File: config.mk
export PLATFORM = sky130hd
export DESIGN_NAME = sensor_confidence_tracker_top
export DESIGN_NICKNAME = d
export VERILOG_FILES = /design/src/hw/rtl/sct_pkg.sv /design/src/hw/rtl/sensor_confidence_tracker_top.sv /design/src/hw/rtl/sct_ram.sv /design/src/hw/rtl/sct_cfg_regs.sv /design/src/hw/rtl/sct_update.sv
export SDC_FILE = /design/constraint.sdc
export NUM_CORES = 2
export LEC_CHECK = 0
export ABC_CLOCK_PERIOD_IN_PS = 38300
export BUFFER_PORTS_ARGS = -buffer_cell sky130_fd_sc_hd__buf_2
export CAP_MARGIN = 20
export CELL_PAD_IN_SITES_DETAIL_PLACEMENT = 0
export CELL_PAD_IN_SITES_GLOBAL_PLACEMENT = 2
export CORE_MARGIN = 2
export CORE_UTILIZATION = 40
export DETAILED_ROUTE_END_ITERATION = 7
export GPL_ROUTABILITY_DRIVEN = 0
export PLACE_DENSITY = 0.83
export SLEW_MARGIN = 25
export SYNTH_ARGS = -nofsm -noshare
export SYNTH_HDL_FRONTEND = slang
export SYNTH_SLANG_ARGS = --single-unit
File: constraint.sdc
create_clock -name aclk -period 38.3 [get_ports aclk]
set_clock_uncertainty 0.1 [all_clocks]
set_input_delay 3.83 -clock aclk [delete_from_list [all_inputs] [get_ports aclk]]
set_output_delay 3.83 -clock aclk [all_outputs]
set_load 0.05 [all_outputs]
File: src/hw/rtl/sct_pkg.sv
`timescale 1ns / 1ps

package sct_pkg;

    // Sample and confidence formats
    localparam int VALUE_BITS = 48;
    localparam int FRAC_BITS  = 16;
    localparam int CONF_W     = FRAC_BITS + 1;
    localparam int LIMIT_W    = VALUE_BITS - 1;
    localparam int TIME_W     = 32;
    localparam int CH_W       = 4;

    localparam logic [CONF_W-1:0] CONF_ONE = CONF_W'(1) << FRAC_BITS;

    // Channel map
    localparam int NUM_CH       = 11;
    localparam int NUM_VALUE_CH = 10;
    localparam int CONF_AW      = $clog2(NUM_CH);
    localparam int LAST_AW      = $clog2(NUM_VALUE_CH);

    localparam logic [CH_W-1:0] ACC_LAST_CH  = CH_W'(2);
    localparam logic [CH_W-1:0] ACC_Z_CH     = CH_W'(2);
    localparam logic [CH_W-1:0] GYRO_LAST_CH = CH_W'(5);
    localparam logic [CH_W-1:0] BARO_CH      = CH_W'(6);
    localparam logic [CH_W-1:0] GPS_CH       = CH_W'(10);

    // Last-value reset contents: gravity on acc z, sea-level pressure on baro
    localparam logic [VALUE_BITS-1:0] LAST_RST_ACC_Z =
        VALUE_BITS'((64'd981 << FRAC_BITS) / 100);
    localparam logic [VALUE_BITS-1:0] LAST_RST_BARO =
        VALUE_BITS'(64'd101325 << FRAC_BITS);

    // Configuration port
    localparam int CFG_IDX_W  = 3;
    localparam int CFG_DATA_W = (LIMIT_W > TIME_W) ? LIMIT_W : TIME_W;

    typedef enum logic [CFG_IDX_W-1:0] {
        REG_TIMEOUT    = 3'd0,
        REG_PENALTY    = 3'd1,
        REG_RECOVERY   = 3'd2,
        REG_SPIKE_ACC  = 3'd3,
        REG_SPIKE_GYRO = 3'd4,
        REG_SPIKE_BARO = 3'd5,
        REG_SPIKE_MAG  = 3'd6
    } cfg_reg_t;

    // Register reset values
    localparam logic [TIME_W-1:0]    TIMEOUT_RST  = TIME_W'(100000);
    localparam logic [FRAC_BITS-1:0] PENALTY_RST  = FRAC_BITS'(1) << (FRAC_BITS - 1);
    localparam logic [CONF_W-1:0]    RECOVERY_RST =
        CONF_W'(((64'd5 << FRAC_BITS) + 64'd50) / 100);
    localparam logic [LIMIT_W-1:0]   LIM_ACC_RST  = LIMIT_W'(64'd50 << FRAC_BITS);
    localparam logic [LIMIT_W-1:0]   LIM_GYRO_RST = LIMIT_W'(64'd10 << FRAC_BITS);
    localparam logic [LIMIT_W-1:0]   LIM_BARO_RST = LIMIT_W'(64'd500 << FRAC_BITS);
    localparam logic [LIMIT_W-1:0]   LIM_MAG_RST  = LIMIT_W'(64'd100 << FRAC_BITS);

    typedef struct packed {
        logic [TIME_W-1:0]    timeout;
        logic [FRAC_BITS-1:0] penalty;
        logic [CONF_W-1:0]    recovery;
        logic [LIMIT_W-1:0]   lim_acc;
        logic [LIMIT_W-1:0]   lim_gyro;
        logic [LIMIT_W-1:0]   lim_baro;
        logic [LIMIT_W-1:0]   lim_mag;
    } cfg_t;

    // Outcome of one read-modify-write
    typedef struct packed {
        logic [CONF_W-1:0] conf;
        logic              tmo;
        logic              spk;
        logic              conf_we;
        logic              last_we;
    } upd_t;

endpackage

File: src/hw/rtl/sensor_confidence_tracker_top.sv
`timescale 1ns / 1ps

// Per-channel sensor confidence tracker. Takes one sample beat per cycle
// sustained while the output side is not stalled, for any mix of channels
// including the same channel repeated; each beat passes through the stage 1,
// stage 2 and output registers before its result beat is presented.
// Per-channel state sits in two small synchronous RAMs (confidence and last
// value); each sample does one read in the first stage and one write-back in
// the second, and the write of the sample just ahead is forwarded around the
// registered RAM read. Valid bits stand in for the reset contents, so the block
// is ready right after reset with no clearing pass. Configuration writes take
// effect on the next cycle and must only be issued while no sample is in flight.
module sensor_confidence_tracker_top
    import sct_pkg::*;
(
    input  logic                  aclk,
    input  logic                  aresetn,

    input  logic                  cfg_we,
    input  logic [CFG_IDX_W-1:0]  cfg_index,
    input  logic [CFG_DATA_W-1:0] cfg_wdata,

    input  logic                  s_valid,
    output logic                  s_ready,
    input  logic [CH_W-1:0]       s_channel,
    input  logic [VALUE_BITS-1:0] s_sample_value,
    input  logic [TIME_W-1:0]     s_sample_time,
    input  logic [TIME_W-1:0]     s_now_time,
    input  logic                  s_gps_fix,

    output logic                  m_valid,
    input  logic                  m_ready,
    output logic [CH_W-1:0]       m_out_channel,
    output logic [CONF_W-1:0]     m_confidence,
    output logic                  m_timed_out,
    output logic                  m_spike_seen
);

    cfg_t cfg;

    // Pipeline control
    logic s_accept;
    logic p1_adv;
    logic p2_adv;

    // Stage 1: accepted sample, RAM read issued
    logic                  p1_valid_reg;
    logic [CH_W-1:0]       p1_ch_reg;
    logic [VALUE_BITS-1:0] p1_value_reg;
    logic [TIME_W-1:0]     p1_st_reg;
    logic [TIME_W-1:0]     p1_now_reg;
    logic                  p1_fix_reg;
    logic [TIME_W-1:0]     p1_age;
    logic                  p1_too_old;
    logic [LIMIT_W-1:0]    p1_limit;
    logic                  p1_conf_ch;
    logic                  p1_last_ch;

    // Stage 2: RAM data available, update and write back
    logic                  p2_valid_reg;
    logic [CH_W-1:0]       p2_ch_reg;
    logic [VALUE_BITS-1:0] p2_value_reg;
    logic                  p2_fix_reg;
    logic                  p2_too_old_reg;
    logic [LIMIT_W-1:0]    p2_limit_reg;
    logic                  p2_conf_vld_reg;
    logic                  p2_last_vld_reg;

    // Forwarding of the write that overlaps the read
    logic                  fwd_conf_hit_reg;
    logic                  fwd_conf_hit_next;
    logic [CONF_W-1:0]     fwd_conf_reg;
    logic                  fwd_last_hit_reg;
    logic                  fwd_last_hit_next;
    logic [VALUE_BITS-1:0] fwd_last_reg;

    // Entry valid bits
    logic [NUM_CH-1:0]       conf_vld_reg;
    logic [NUM_CH-1:0]       conf_vld_next;
    logic [NUM_VALUE_CH-1:0] last_vld_reg;
    logic [NUM_VALUE_CH-1:0] last_vld_next;

    // RAM ports
    logic [CONF_AW-1:0]    conf_raddr;
    logic [LAST_AW-1:0]    last_raddr;
    logic [CONF_W-1:0]     conf_rdata;
    logic [VALUE_BITS-1:0] last_rdata;
    logic                  conf_wr;
    logic                  last_wr;

    // Stage 2 operands
    logic [CONF_W-1:0]     conf_cur;
    logic [VALUE_BITS-1:0] last_rst;
    logic [VALUE_BITS-1:0] prev_cur;
    upd_t                  upd;

    // Output register
    logic                  m_valid_reg;
    logic [CH_W-1:0]       m_ch_reg;
    logic [CONF_W-1:0]     m_conf_reg;
    logic                  m_tmo_reg;
    logic                  m_spk_reg;

    sct_cfg_regs u_cfg (
        .aclk      (aclk),
        .aresetn   (aresetn),
        .cfg_we    (cfg_we),
        .cfg_index (cfg_index),
        .cfg_wdata (cfg_wdata),
        .cfg       (cfg)
    );

    // Handshake chain
    assign p2_adv   = p2_valid_reg && (!m_valid_reg || m_ready);
    assign p1_adv   = p1_valid_reg && (!p2_valid_reg || p2_adv);
    assign s_ready  = !p1_valid_reg || p1_adv;
    assign s_accept = s_valid && s_ready;

    // Stage 1 control
    always_ff @(posedge aclk) begin
        if (!aresetn) begin
            p1_valid_reg <= 1'b0;
        end else if (s_accept) begin
            p1_valid_reg <= 1'b1;
        end else if (p1_adv) begin
            p1_valid_reg <= 1'b0;
        end
    end

    // Stage 1 payload
    always_ff @(posedge aclk) begin
        if (s_accept) begin
            p1_ch_reg    <= s_channel;
            p1_value_reg <= s_sample_value;
            p1_st_reg    <= s_sample_time;
            p1_now_reg   <= s_now_time;
            p1_fix_reg   <= s_gps_fix;
        end
    end

    // Sample age (wrapping) and class limit
    assign p1_age     = p1_now_reg - p1_st_reg;
    assign p1_too_old = p1_age > cfg.timeout;

    always_comb begin
        if (p1_ch_reg <= ACC_LAST_CH) begin
            p1_limit = cfg.lim_acc;
        end else if (p1_ch_reg <= GYRO_LAST_CH) begin
            p1_limit = cfg.lim_gyro;
        end else if (p1_ch_reg == BARO_CH) begin
            p1_limit = cfg.lim_baro;
        end else begin
            p1_limit = cfg.lim_mag;
        end
    end

    // Read addresses, parked at zero for channels without an entry
    assign p1_conf_ch = p1_ch_reg < CH_W'(NUM_CH);
    assign p1_last_ch = p1_ch_reg < CH_W'(NUM_VALUE_CH);
    assign conf_raddr = p1_conf_ch ? p1_ch_reg[CONF_AW-1:0] : '0;
    assign last_raddr = p1_last_ch ? p1_ch_reg[LAST_AW-1:0] : '0;

    // Write-back from stage 2
    assign conf_wr = p2_adv && upd.conf_we;
    assign last_wr = p2_adv && upd.last_we;

    sct_ram #(
        .WIDTH (CONF_W),
        .DEPTH (NUM_CH)
    ) u_conf_ram (
        .aclk  (aclk),
        .we    (conf_wr),
        .waddr (p2_ch_reg[CONF_AW-1:0]),
        .wdata (upd.conf),
        .re    (p1_adv),
        .raddr (conf_raddr),
        .rdata (conf_rdata)
    );

    sct_ram #(
        .WIDTH (VALUE_BITS),
        .DEPTH (NUM_VALUE_CH)
    ) u_last_ram (
        .aclk  (aclk),
        .we    (last_wr),
        .waddr (p2_ch_reg[LAST_AW-1:0]),
        .wdata (p2_value_reg),
        .re    (p1_adv),
        .raddr (last_raddr),
        .rdata (last_rdata)
    );

    // Valid bits set on first write
    always_comb begin
        conf_vld_next = conf_vld_reg;
        last_vld_next = last_vld_reg;
        if (conf_wr) begin
            conf_vld_next[p2_ch_reg[CONF_AW-1:0]] = 1'b1;
        end
        if (last_wr) begin
            last_vld_next[p2_ch_reg[LAST_AW-1:0]] = 1'b1;
        end
    end

    always_ff @(posedge aclk) begin
        if (!aresetn) begin
            conf_vld_reg <= '0;
            last_vld_reg <= '0;
        end else begin
            conf_vld_reg <= conf_vld_next;
            last_vld_reg <= last_vld_next;
        end
    end

    // Same-entry write in the read cycle is forwarded
    assign fwd_conf_hit_next = conf_wr && (p2_ch_reg == p1_ch_reg);
    assign fwd_last_hit_next = last_wr && (p2_ch_reg == p1_ch_reg);

    // Stage 2 control
    always_ff @(posedge aclk) begin
        if (!aresetn) begin
            p2_valid_reg <= 1'b0;
        end else if (p1_adv) begin
            p2_valid_reg <= 1'b1;
        end else if (p2_adv) begin
            p2_valid_reg <= 1'b0;
        end
    end

    // Stage 2 payload
    always_ff @(posedge aclk) begin
        if (p1_adv) begin
            p2_ch_reg        <= p1_ch_reg;
            p2_value_reg     <= p1_value_reg;
            p2_fix_reg       <= p1_fix_reg;
            p2_too_old_reg   <= p1_too_old;
            p2_limit_reg     <= p1_limit;
            p2_conf_vld_reg  <= p1_conf_ch && conf_vld_reg[conf_raddr];
            p2_last_vld_reg  <= p1_last_ch && last_vld_reg[last_raddr];
            fwd_conf_hit_reg <= fwd_conf_hit_next;
            fwd_conf_reg     <= upd.conf;
            fwd_last_hit_reg <= fwd_last_hit_next;
            fwd_last_reg     <= p2_value_reg;
        end
    end

    // Reset contents of the last-value store
    always_comb begin
        if (p2_ch_reg == ACC_Z_CH) begin
            last_rst = LAST_RST_ACC_Z;
        end else if (p2_ch_reg == BARO_CH) begin
            last_rst = LAST_RST_BARO;
        end else begin
            last_rst = '0;
        end
    end

    // Current state: forwarded, stored or reset value
    assign conf_cur = fwd_conf_hit_reg ? fwd_conf_reg :
                      p2_conf_vld_reg  ? conf_rdata   : '0;
    assign prev_cur = fwd_last_hit_reg ? fwd_last_reg :
                      p2_last_vld_reg  ? last_rdata   : last_rst;

    sct_update u_update (
        .ch       (p2_ch_reg),
        .too_old  (p2_too_old_reg),
        .gps_fix  (p2_fix_reg),
        .cur      (p2_value_reg),
        .prev     (prev_cur),
        .conf     (conf_cur),
        .limit    (p2_limit_reg),
        .penalty  (cfg.penalty),
        .recovery (cfg.recovery),
        .upd      (upd)
    );

    // Output register
    always_ff @(posedge aclk) begin
        if (!aresetn) begin
            m_valid_reg <= 1'b0;
        end else if (p2_adv) begin
            m_valid_reg <= 1'b1;
        end else if (m_ready) begin
            m_valid_reg <= 1'b0;
        end
    end

    always_ff @(posedge aclk) begin
        if (p2_adv) begin
            m_ch_reg   <= p2_ch_reg;
            m_conf_reg <= upd.conf;
            m_tmo_reg  <= upd.tmo;
            m_spk_reg  <= upd.spk;
        end
    end

    assign m_valid       = m_valid_reg;
    assign m_out_channel = m_ch_reg;
    assign m_confidence  = m_conf_reg;
    assign m_timed_out   = m_tmo_reg;
    assign m_spike_seen  = m_spk_reg;

endmodule

File: src/hw/rtl/sct_ram.sv
`timescale 1ns / 1ps

module sct_ram #(
    parameter int WIDTH = 8,
    parameter int DEPTH = 16
) (
    input  logic                     aclk,
    input  logic                     we,
    input  logic [$clog2(DEPTH)-1:0] waddr,
    input  logic [WIDTH-1:0]         wdata,
    input  logic                     re,
    input  logic [$clog2(DEPTH)-1:0] raddr,
    output logic [WIDTH-1:0]         rdata
);

    logic [WIDTH-1:0] mem [DEPTH];
    logic [WIDTH-1:0] rdata_reg;

    always_ff @(posedge aclk) begin
        if (we) begin
            mem[waddr] <= wdata;
        end
        if (re) begin
            rdata_reg <= mem[raddr];
        end
    end

    assign rdata = rdata_reg;

endmodule

File: src/hw/rtl/sct_cfg_regs.sv
`timescale 1ns / 1ps

module sct_cfg_regs
    import sct_pkg::*;
(
    input  logic                  aclk,
    input  logic                  aresetn,
    input  logic                  cfg_we,
    input  logic [CFG_IDX_W-1:0]  cfg_index,
    input  logic [CFG_DATA_W-1:0] cfg_wdata,
    output cfg_t                  cfg
);

    cfg_t cfg_reg;
    cfg_t cfg_next;

    // Register decode; unknown indexes are dropped
    always_comb begin
        cfg_next = cfg_reg;
        if (cfg_we) begin
            case (cfg_reg_t'(cfg_index))
                REG_TIMEOUT:    cfg_next.timeout  = cfg_wdata[TIME_W-1:0];
                REG_PENALTY:    cfg_next.penalty  = cfg_wdata[FRAC_BITS-1:0];
                REG_RECOVERY:   cfg_next.recovery = cfg_wdata[CONF_W-1:0];
                REG_SPIKE_ACC:  cfg_next.lim_acc  = cfg_wdata[LIMIT_W-1:0];
                REG_SPIKE_GYRO: cfg_next.lim_gyro = cfg_wdata[LIMIT_W-1:0];
                REG_SPIKE_BARO: cfg_next.lim_baro = cfg_wdata[LIMIT_W-1:0];
                REG_SPIKE_MAG:  cfg_next.lim_mag  = cfg_wdata[LIMIT_W-1:0];
                default: ;
            endcase
        end
    end

    always_ff @(posedge aclk) begin
        if (!aresetn) begin
            cfg_reg.timeout  <= TIMEOUT_RST;
            cfg_reg.penalty  <= PENALTY_RST;
            cfg_reg.recovery <= RECOVERY_RST;
            cfg_reg.lim_acc  <= LIM_ACC_RST;
            cfg_reg.lim_gyro <= LIM_GYRO_RST;
            cfg_reg.lim_baro <= LIM_BARO_RST;
            cfg_reg.lim_mag  <= LIM_MAG_RST;
        end else begin
            cfg_reg <= cfg_next;
        end
    end

    assign cfg = cfg_reg;

endmodule

File: src/hw/rtl/sct_update.sv
`timescale 1ns / 1ps

module sct_update
    import sct_pkg::*;
(
    input  logic [CH_W-1:0]       ch,
    input  logic                  too_old,
    input  logic                  gps_fix,
    input  logic [VALUE_BITS-1:0] cur,
    input  logic [VALUE_BITS-1:0] prev,
    input  logic [CONF_W-1:0]     conf,
    input  logic [LIMIT_W-1:0]    limit,
    input  logic [FRAC_BITS-1:0]  penalty,
    input  logic [CONF_W-1:0]     recovery,
    output upd_t                  upd
);

    logic [VALUE_BITS:0]           cur_ext;
    logic [VALUE_BITS:0]           prev_ext;
    logic [VALUE_BITS:0]           diff_pos;
    logic [VALUE_BITS:0]           diff_neg;
    logic [VALUE_BITS:0]           jump;
    logic                          spike;
    logic [CONF_W+FRAC_BITS-1:0]   prod;
    logic [CONF_W-1:0]             penalized;
    logic [CONF_W:0]               sum;
    logic [CONF_W-1:0]             recovered;

    // Absolute jump: both differences in parallel, pick by sign
    assign cur_ext  = {cur[VALUE_BITS-1], cur};
    assign prev_ext = {prev[VALUE_BITS-1], prev};
    assign diff_pos = cur_ext - prev_ext;
    assign diff_neg = prev_ext - cur_ext;
    assign jump     = diff_pos[VALUE_BITS] ? diff_neg : diff_pos;
    assign spike    = jump > {2'b00, limit};

    // Spike penalty, truncating
    assign prod      = conf * penalty;
    assign penalized = prod[FRAC_BITS +: CONF_W];

    // Recovery, saturating at 1.0
    assign sum       = {1'b0, conf} + {1'b0, recovery};
    assign recovered = (sum > {1'b0, CONF_ONE}) ? CONF_ONE : sum[CONF_W-1:0];

    always_comb begin
        upd = '0;
        if (ch == GPS_CH) begin
            upd.conf_we = 1'b1;
            if (too_old || !gps_fix) begin
                upd.tmo = 1'b1;
            end else begin
                upd.conf = recovered;
            end
        end else if (ch < CH_W'(NUM_VALUE_CH)) begin
            upd.conf_we = 1'b1;
            if (too_old) begin
                upd.tmo = 1'b1;
            end else if (spike) begin
                upd.spk  = 1'b1;
                upd.conf = penalized;
            end else begin
                upd.conf    = recovered;
                upd.last_we = 1'b1;
            end
        end
    end

endmodule

======== Yosys cells after proc, flatten, opt, wreduce, memory -nomap -nowiden ========
Memories as Yosys holds them, arrays and structs flattened. A register that Yosys moved wholly into a read port is not among the register bits.
Index checks and enable logic that the tools add are counted.
cells by class
  $add $sub $neg .......................... 4
  $mul .................................... 1
  order comparisons ....................... 12
  eq/ne operators ......................... 11
  muxes and demuxes ....................... 42
  bitwise logic cells ..................... 3
  reduce and logical (&&, ||, !) cells .... 30
operators with widths
  kind                    count
  $mux W47                3
  $mux W17                6
  $sub A48 B48 Y49        2
  $mux W48                2
  $mux W33                2
  $gt A49 B47 Y1          1
  $mux W49                1
  $mul A17 B16 Y33        1
  $gt A32 B32 Y1          1
  $sub A32 B32 Y32        1
  $mux W1                 21
  $mux W21                1
  $add A17 B17 Y18        1
  $gt A18 B17 Y1 const B  1
  $mux W18                1
  $lt A4 B5 Y1 const B    3
  $reduce_and A2 Y1       7
  $lt A4 B4 Y1 const B    3
  $or A11 B11 Y11         1
  $logic_and A1 B1 Y1     10
  $or A10 B10 Y10         1
  $eq A3 B3 Y1 const B    3
  $bmux W1 S4             2
  $eq A4 B3 Y1 const B    2
  other kinds (16)        26
word-level totals
  register bits ........................... 587
  memory bits (writable) .................. 667
  input bits .............................. 172
  output and inout bits ................... 25
  logic and storage cells ................. 137
  memories kept ........................... 2
memories
  memory          words  width  read ports  clocked after Yosys merged registers in  write ports  RTL line       source
  u_last_ram.mem  10     48     1           1                                        1            sct_ram.sv:16  logic [WIDTH-1:0] mem [DEPTH];
  u_conf_ram.mem  11     17     1           1                                        1            sct_ram.sv:16

======== Depth between registers and ports, before layout ========
  depth after elaboration ................. 15
  gate-level depth with buffers ........... 35
  gate-level depth less buffers ........... 28

======== By module ========
From an unflattened synthesis, not the netlist that was laid out.
unflattened totals
  cell total of the unflattened synthesis .. 5885
  area total of the unflattened synthesis .. 70182.3 um^2
modules (own cells, without submodules)
  module                         instances  cells an instance  area each (um^2)
  sct_ram at u_last_ram          1          1038               20191.9
  sct_update                     1          2302               17126.4
  sensor_confidence_tracker_top  1          1223               15310.9
  sct_cfg_regs                   1          903                9421.5
  sct_ram at u_conf_ram          1          419                8131.5

======== Worst setup path after synthesis ========
OpenSTA, ideal clock, no wires.
  path kind ............................... input to register
  start point ............................. input m_ready
  end point ............................... register fwd_conf_hit_reg, enable pin
  setup time .............................. 1.190 ns
  arrival time ............................ 20.836 ns
  required time ........................... 37.010 ns
  setup slack ............................. 16.173 ns
  stages on the path ...................... 2
  path buffers ............................ 0
  path through ............................ nor2b_1 a21boi_0
between the ends
  word-level cells in the longest chain between the ends .. 4
ends and longest elaborated chain
  item                  RTL line                              source
  from (decl)           sensor_confidence_tracker_top.sv:32   input logic m_ready,
  $logic_or A1 B1 Y1    sensor_confidence_tracker_top.sv:114  assign p2_adv = p2_valid_reg && (!m_valid_reg || m_ready);
  $logic_and A1 B1 Y1   sensor_confidence_tracker_top.sv:114
  $logic_or A1 B1 Y1    sensor_confidence_tracker_top.sv:115  assign p1_adv = p1_valid_reg && (!p2_valid_reg || p2_adv);
  $logic_and A1 B1 Y1   sensor_confidence_tracker_top.sv:115
  named net p1_adv      sensor_confidence_tracker_top.sv:43   logic p1_adv;
  to (signal assigned)  sensor_confidence_tracker_top.sv:240  fwd_conf_hit_reg <= fwd_conf_hit_next;
  to (decl)             sensor_confidence_tracker_top.sv:70   logic fwd_conf_hit_reg;
The timed path passes the listed nets, and every way through them passes these cells.
A chain may end at the register's enable or synchronous reset.

======== Worst setup path after layout ========
  start point ............................. register p2_ch_reg[0]
  end point ............................... memory u_last_ram.mem[6][39] (netlist name), enable pin
between the ends
  word-level cells in the longest chain between the ends .. 15
  elaborated cells between the ends (all ways) .. 19
  classes of those cells .................. 2 x add/sub; 2 x order compare; 3 x eq/ne; 11 x mux; 1 x reduce/logical
ends and longest elaborated chain
  item                                        RTL line                              source
  from (decl)                                 sensor_confidence_tracker_top.sv:61   logic [CH_W-1:0] p2_ch_reg;
  from (signal assigned)                      sensor_confidence_tracker_top.sv:233  p2_ch_reg <= p1_ch_reg;
  $eq A4 B3 Y1                                sensor_confidence_tracker_top.sv:251  end else if (p2_ch_reg == BARO_CH) begin
  $mux W33                                    sensor_confidence_tracker_top.sv:251
  $mux W33                                    sensor_confidence_tracker_top.sv:249  if (p2_ch_reg == ACC_Z_CH) begin
  $mux W48                                    sensor_confidence_tracker_top.sv:262  p2_last_vld_reg ? last_rdata : last_rst;
  $mux W48                                    sensor_confidence_tracker_top.sv:261  assign prev_cur = fwd_last_hit_reg ? fwd_last_reg :
  $sub A48 B48 Y49, on equally long branches  sct_update.sv:32, sct_update.sv:33
  $mux W49                                    sct_update.sv:34                      assign jump = diff_pos[VALUE_BITS] ? diff_neg : diff_pos;
  $gt A49 B47 Y1                              sct_update.sv:35                      assign spike = jump > {2'b00, limit};
  $mux W1                                     sct_update.sv:58                      end else if (spike) begin
  $mux W1                                     sct_update.sv:56                      if (too_old) begin
  $mux W21                                    sct_update.sv:54                      end else if (ch < CH_W'(NUM_VALUE_CH)) begin
  $mux W1                                     sct_update.sv:47                      if (ch == GPS_CH) begin
  $logic_and A1 B1 Y1                         sensor_confidence_tracker_top.sv:165  assign last_wr = p2_adv && upd.last_we;
  $mux W1                                     sct_ram.sv:20                         if (we) begin
  $mux W1 (implied by the code)               sct_ram.sv:21                         mem[waddr] <= wdata;
  to (decl)                                   sct_ram.sv:16
Several ways; a longest one is shown, not always the timed one.

==> impl_metrics.ini <==
[power]
power.share.clock = 0.396
pwr-share-seq = 0.462
switching_share = 0.269
p_per_area_nw_per_um2 = 45.8
vdd_drop_max_uv = 35.4
intPower_w = 0.00256
switchingPower_w = 0.000941
p_leak_nw = 28.5
fin_total_pwr_w = 0.00350
pwr-share-comb = 0.142

[logic_synthesis]
synth.avg_cell_area_um2 = 11.5
yosys.area_share.simple = 0.0985
synth_ff_type = edfxtp_1
synth_edf_count = 1042
synthCells = 5929
synth_common_cells = edfxtp_1, nand2_1, inv_1
post-synth-top-count-cell = edfxtp_1
synth_cell_types = 81
synth_area_leaders = edfxtp_1, dfxtp_1, fa_1
synthesis.nets = 6637
yosysWarnings = 0
ys_seq_elements = 1319
synth_top_family_by_area = compound AO/OA/AOI/OAI gates
synth_area_um2 = 68100
synth_xor_area_frac = 0.0133
synthAdderAreaFrac = 0.122
synth_compound_area_frac = 0.129
synth_mux_area_frac = 0.0491
synthArstFlopShare = 0
synth_top_area_frac = 0.460
synth_top_area_cell = edfxtp_1
yosysSeqAreaShare = 0.541

[clock_network]
cts_inserted_buffers = 143
clock_sinks = 1319
postCtsSetupRepairBufs = 0
cts_resized = 0
root_buffer = clkbuf_16
clock_path_buffers = 3
path_clk_slew_ns = 0.06
cts_max_level = 4
worstSkewPairLatency_ns = 0.81
cts_tree = built
hold_buffers = 0

[worst_setup_path]
crit_required_ns = 38.62
worstSetupPathType = reg2reg
cp_max_fo = 48
slowest_stage = a31oi_4
max_stage_delay_ns = 0.65
crit_arrival_ns = 10.77
start_kind = flip-flop
cp-end-kind = flip-flop

[floorplanning]
die-area_um2 = 173000
row_count = 151
io_pins = 197
initial_core_util = 0.402
die_h_um = 416
core-area_um2 = 169000
fp.dieW_um = 416

[hold_path]
hold_path.class = reg2reg

[routing]
via_per_inst = 5.39
drc = 0
drtAntennaViolNets = 0
num_vias = 45300
drtIter0Drc = 3752
wl_per_cell_um = 21.5
drt_pass1_iterations = 5
wl_um = 180000

[sta]
worst_slew_pin_slew_ns = 1.01
fmax_ghz = 0.0957
rsz0062_at_grt = false
fin_tns_setup_ns = 0
fin_crit_sh = 0.273
setup-violations-final = 0
fin_crit_ns = 10.45
layout_setup_ws_ns = 27.85
slew_violations = 0
maxSlewHeadroom = 0.321
hold_violations = 0

[placement]
dp_slack_ns = 27.64
dp_hpwl_um = 120000
io_buffers = 196

[grt]
grt.total_usage = 0.206
grt_use_met1 = 0.297
busiest_layer = met2
antenna_found_initial = 12
grt_overflow = 0
grt_max_degree = 123
grt_pass1_vias = 44900
grt_first_pass_wirelength_um = 275000
grt_util_met2 = 0.314
grt_use_met3 = 0.0381

[final_layout]
nets = 6755
drive_gt1_frac = 0.115
area_growth_pct = 12.2
largest_reg_flops = 480

[run_status]
status = complete, no violations

[run]
drv_cap = 0
==> critical path: cells and delay by family, from the launching register on <==
family | cells | cell delay, ns
AOI/OAI and AO/OA | 12 | 3.39
DFF | 1 | 0.50
buffers and inverters | 2 | 1.21
xor gates and xnor gates | 1 | 0.28
adders and majority gates | 2 | 0.69
muxes | 1 | 0.22
and+or+nand+nor | 11 | 3.55
==> final timing paths <==
check                                 startpoint                    end  slack [ns]  cells after the start
worst min-delay path            p1_value_reg[42]       p2_value_reg[42]        0.29                      0
worst max register to register      p2_ch_reg[0]  u_last_ram.mem[6][39]       27.85                     29
worst min register to register  p1_value_reg[42]       p2_value_reg[42]        0.29                      0
worst max-delay path                p2_ch_reg[0]  u_last_ram.mem[6][39]       27.85                     29
==> layer usage <==
layer | vias up | share of wire
met5 | - | 0.00012
met3 | 248 | 0.067
met2 | 1347 | 0.44
li1 | 21300 | -
met1 | 22400 | 0.46
met4 | 4 | 0.029
==> area by class of cell <==
| cell class | instances | area [um2] |
|---|---|---|
| Antenna cell | 9 | 22.5 |
| Timing Repair Buffer | 294 | 1740 |
| Tap cell | 2218 | 2780 |
| Inverter | 511 | 1920 |
| Fill cell | 15600 | 92900 |
| Sequential cell | 1319 | 36800 |
| Clock inverter | 92 | 1020 |
| Clock buffer | 169 | 3770 |
| Multi-Input combinational cell | 3778 | 28300 |
==> metrics by stage <==
| step | utilization | instances | hold WS (ns) | instance area [um2] |
|---|---|---|---|---|
| after detailed placement | 0.423 | 8119 | 0.305 | 71500 |
| after global routing | 0.451 | 8385 | 0.300 | 76400 |
| after floorplan | - | 5929 | 0.300 | 68100 |
| final | 0.451 | 8390 | 0.290 | 76400 |
| after global placement | 0.423 | 8119 | 0.301 | 71500 |
| after CTS | 0.451 | 8380 | 0.294 | 76300 |
==> cells in the final DEF, fill, tap and decap left out, drive strengths merged, types with 79 or more instances in the layout <==
cell type,synthesis,final
a21boi,237,237
a21o,79,79
a21oi,406,406
and2,98,98
buf,92,294
clkbuf,229,169
dfxtp,277,277
edfxtp,1042,1042
fa,211,211
ha,325,325
inv,511,518
mux2i,90,90
mux4,84,84
nand2,984,984
nor2,212,212
o21ai,254,254
o221ai,101,101
==> power by group through the flow <==
stage,clock [W],sequential [W],combinational (W)
after floorplan,0,0.00165,0.000331
after global placement,0,0.00164,0.000490
after detailed placement,0,0.00165,0.000494
after CTS,0.00142,0.00162,0.000496
after global routing,0.00147,0.00162,0.000552
final,0.00139,0.00162,0.000497
==> kinds of logic (layout without fill, tap and decap cells) <==
kind of cell	Yosys count	after routing
AND/OR/NAND/NOR	1559	1559
AO/OA/AOI/OAI	1357	1357
flip-flops	1319	1319
buffers and inverters	832	1066
adder cells (fa/ha/maj)	536	536
multiplexers	223	223
XOR/XNOR	103	103
other	0	9
No activity file was read; power rests on OpenSTA's default activity.
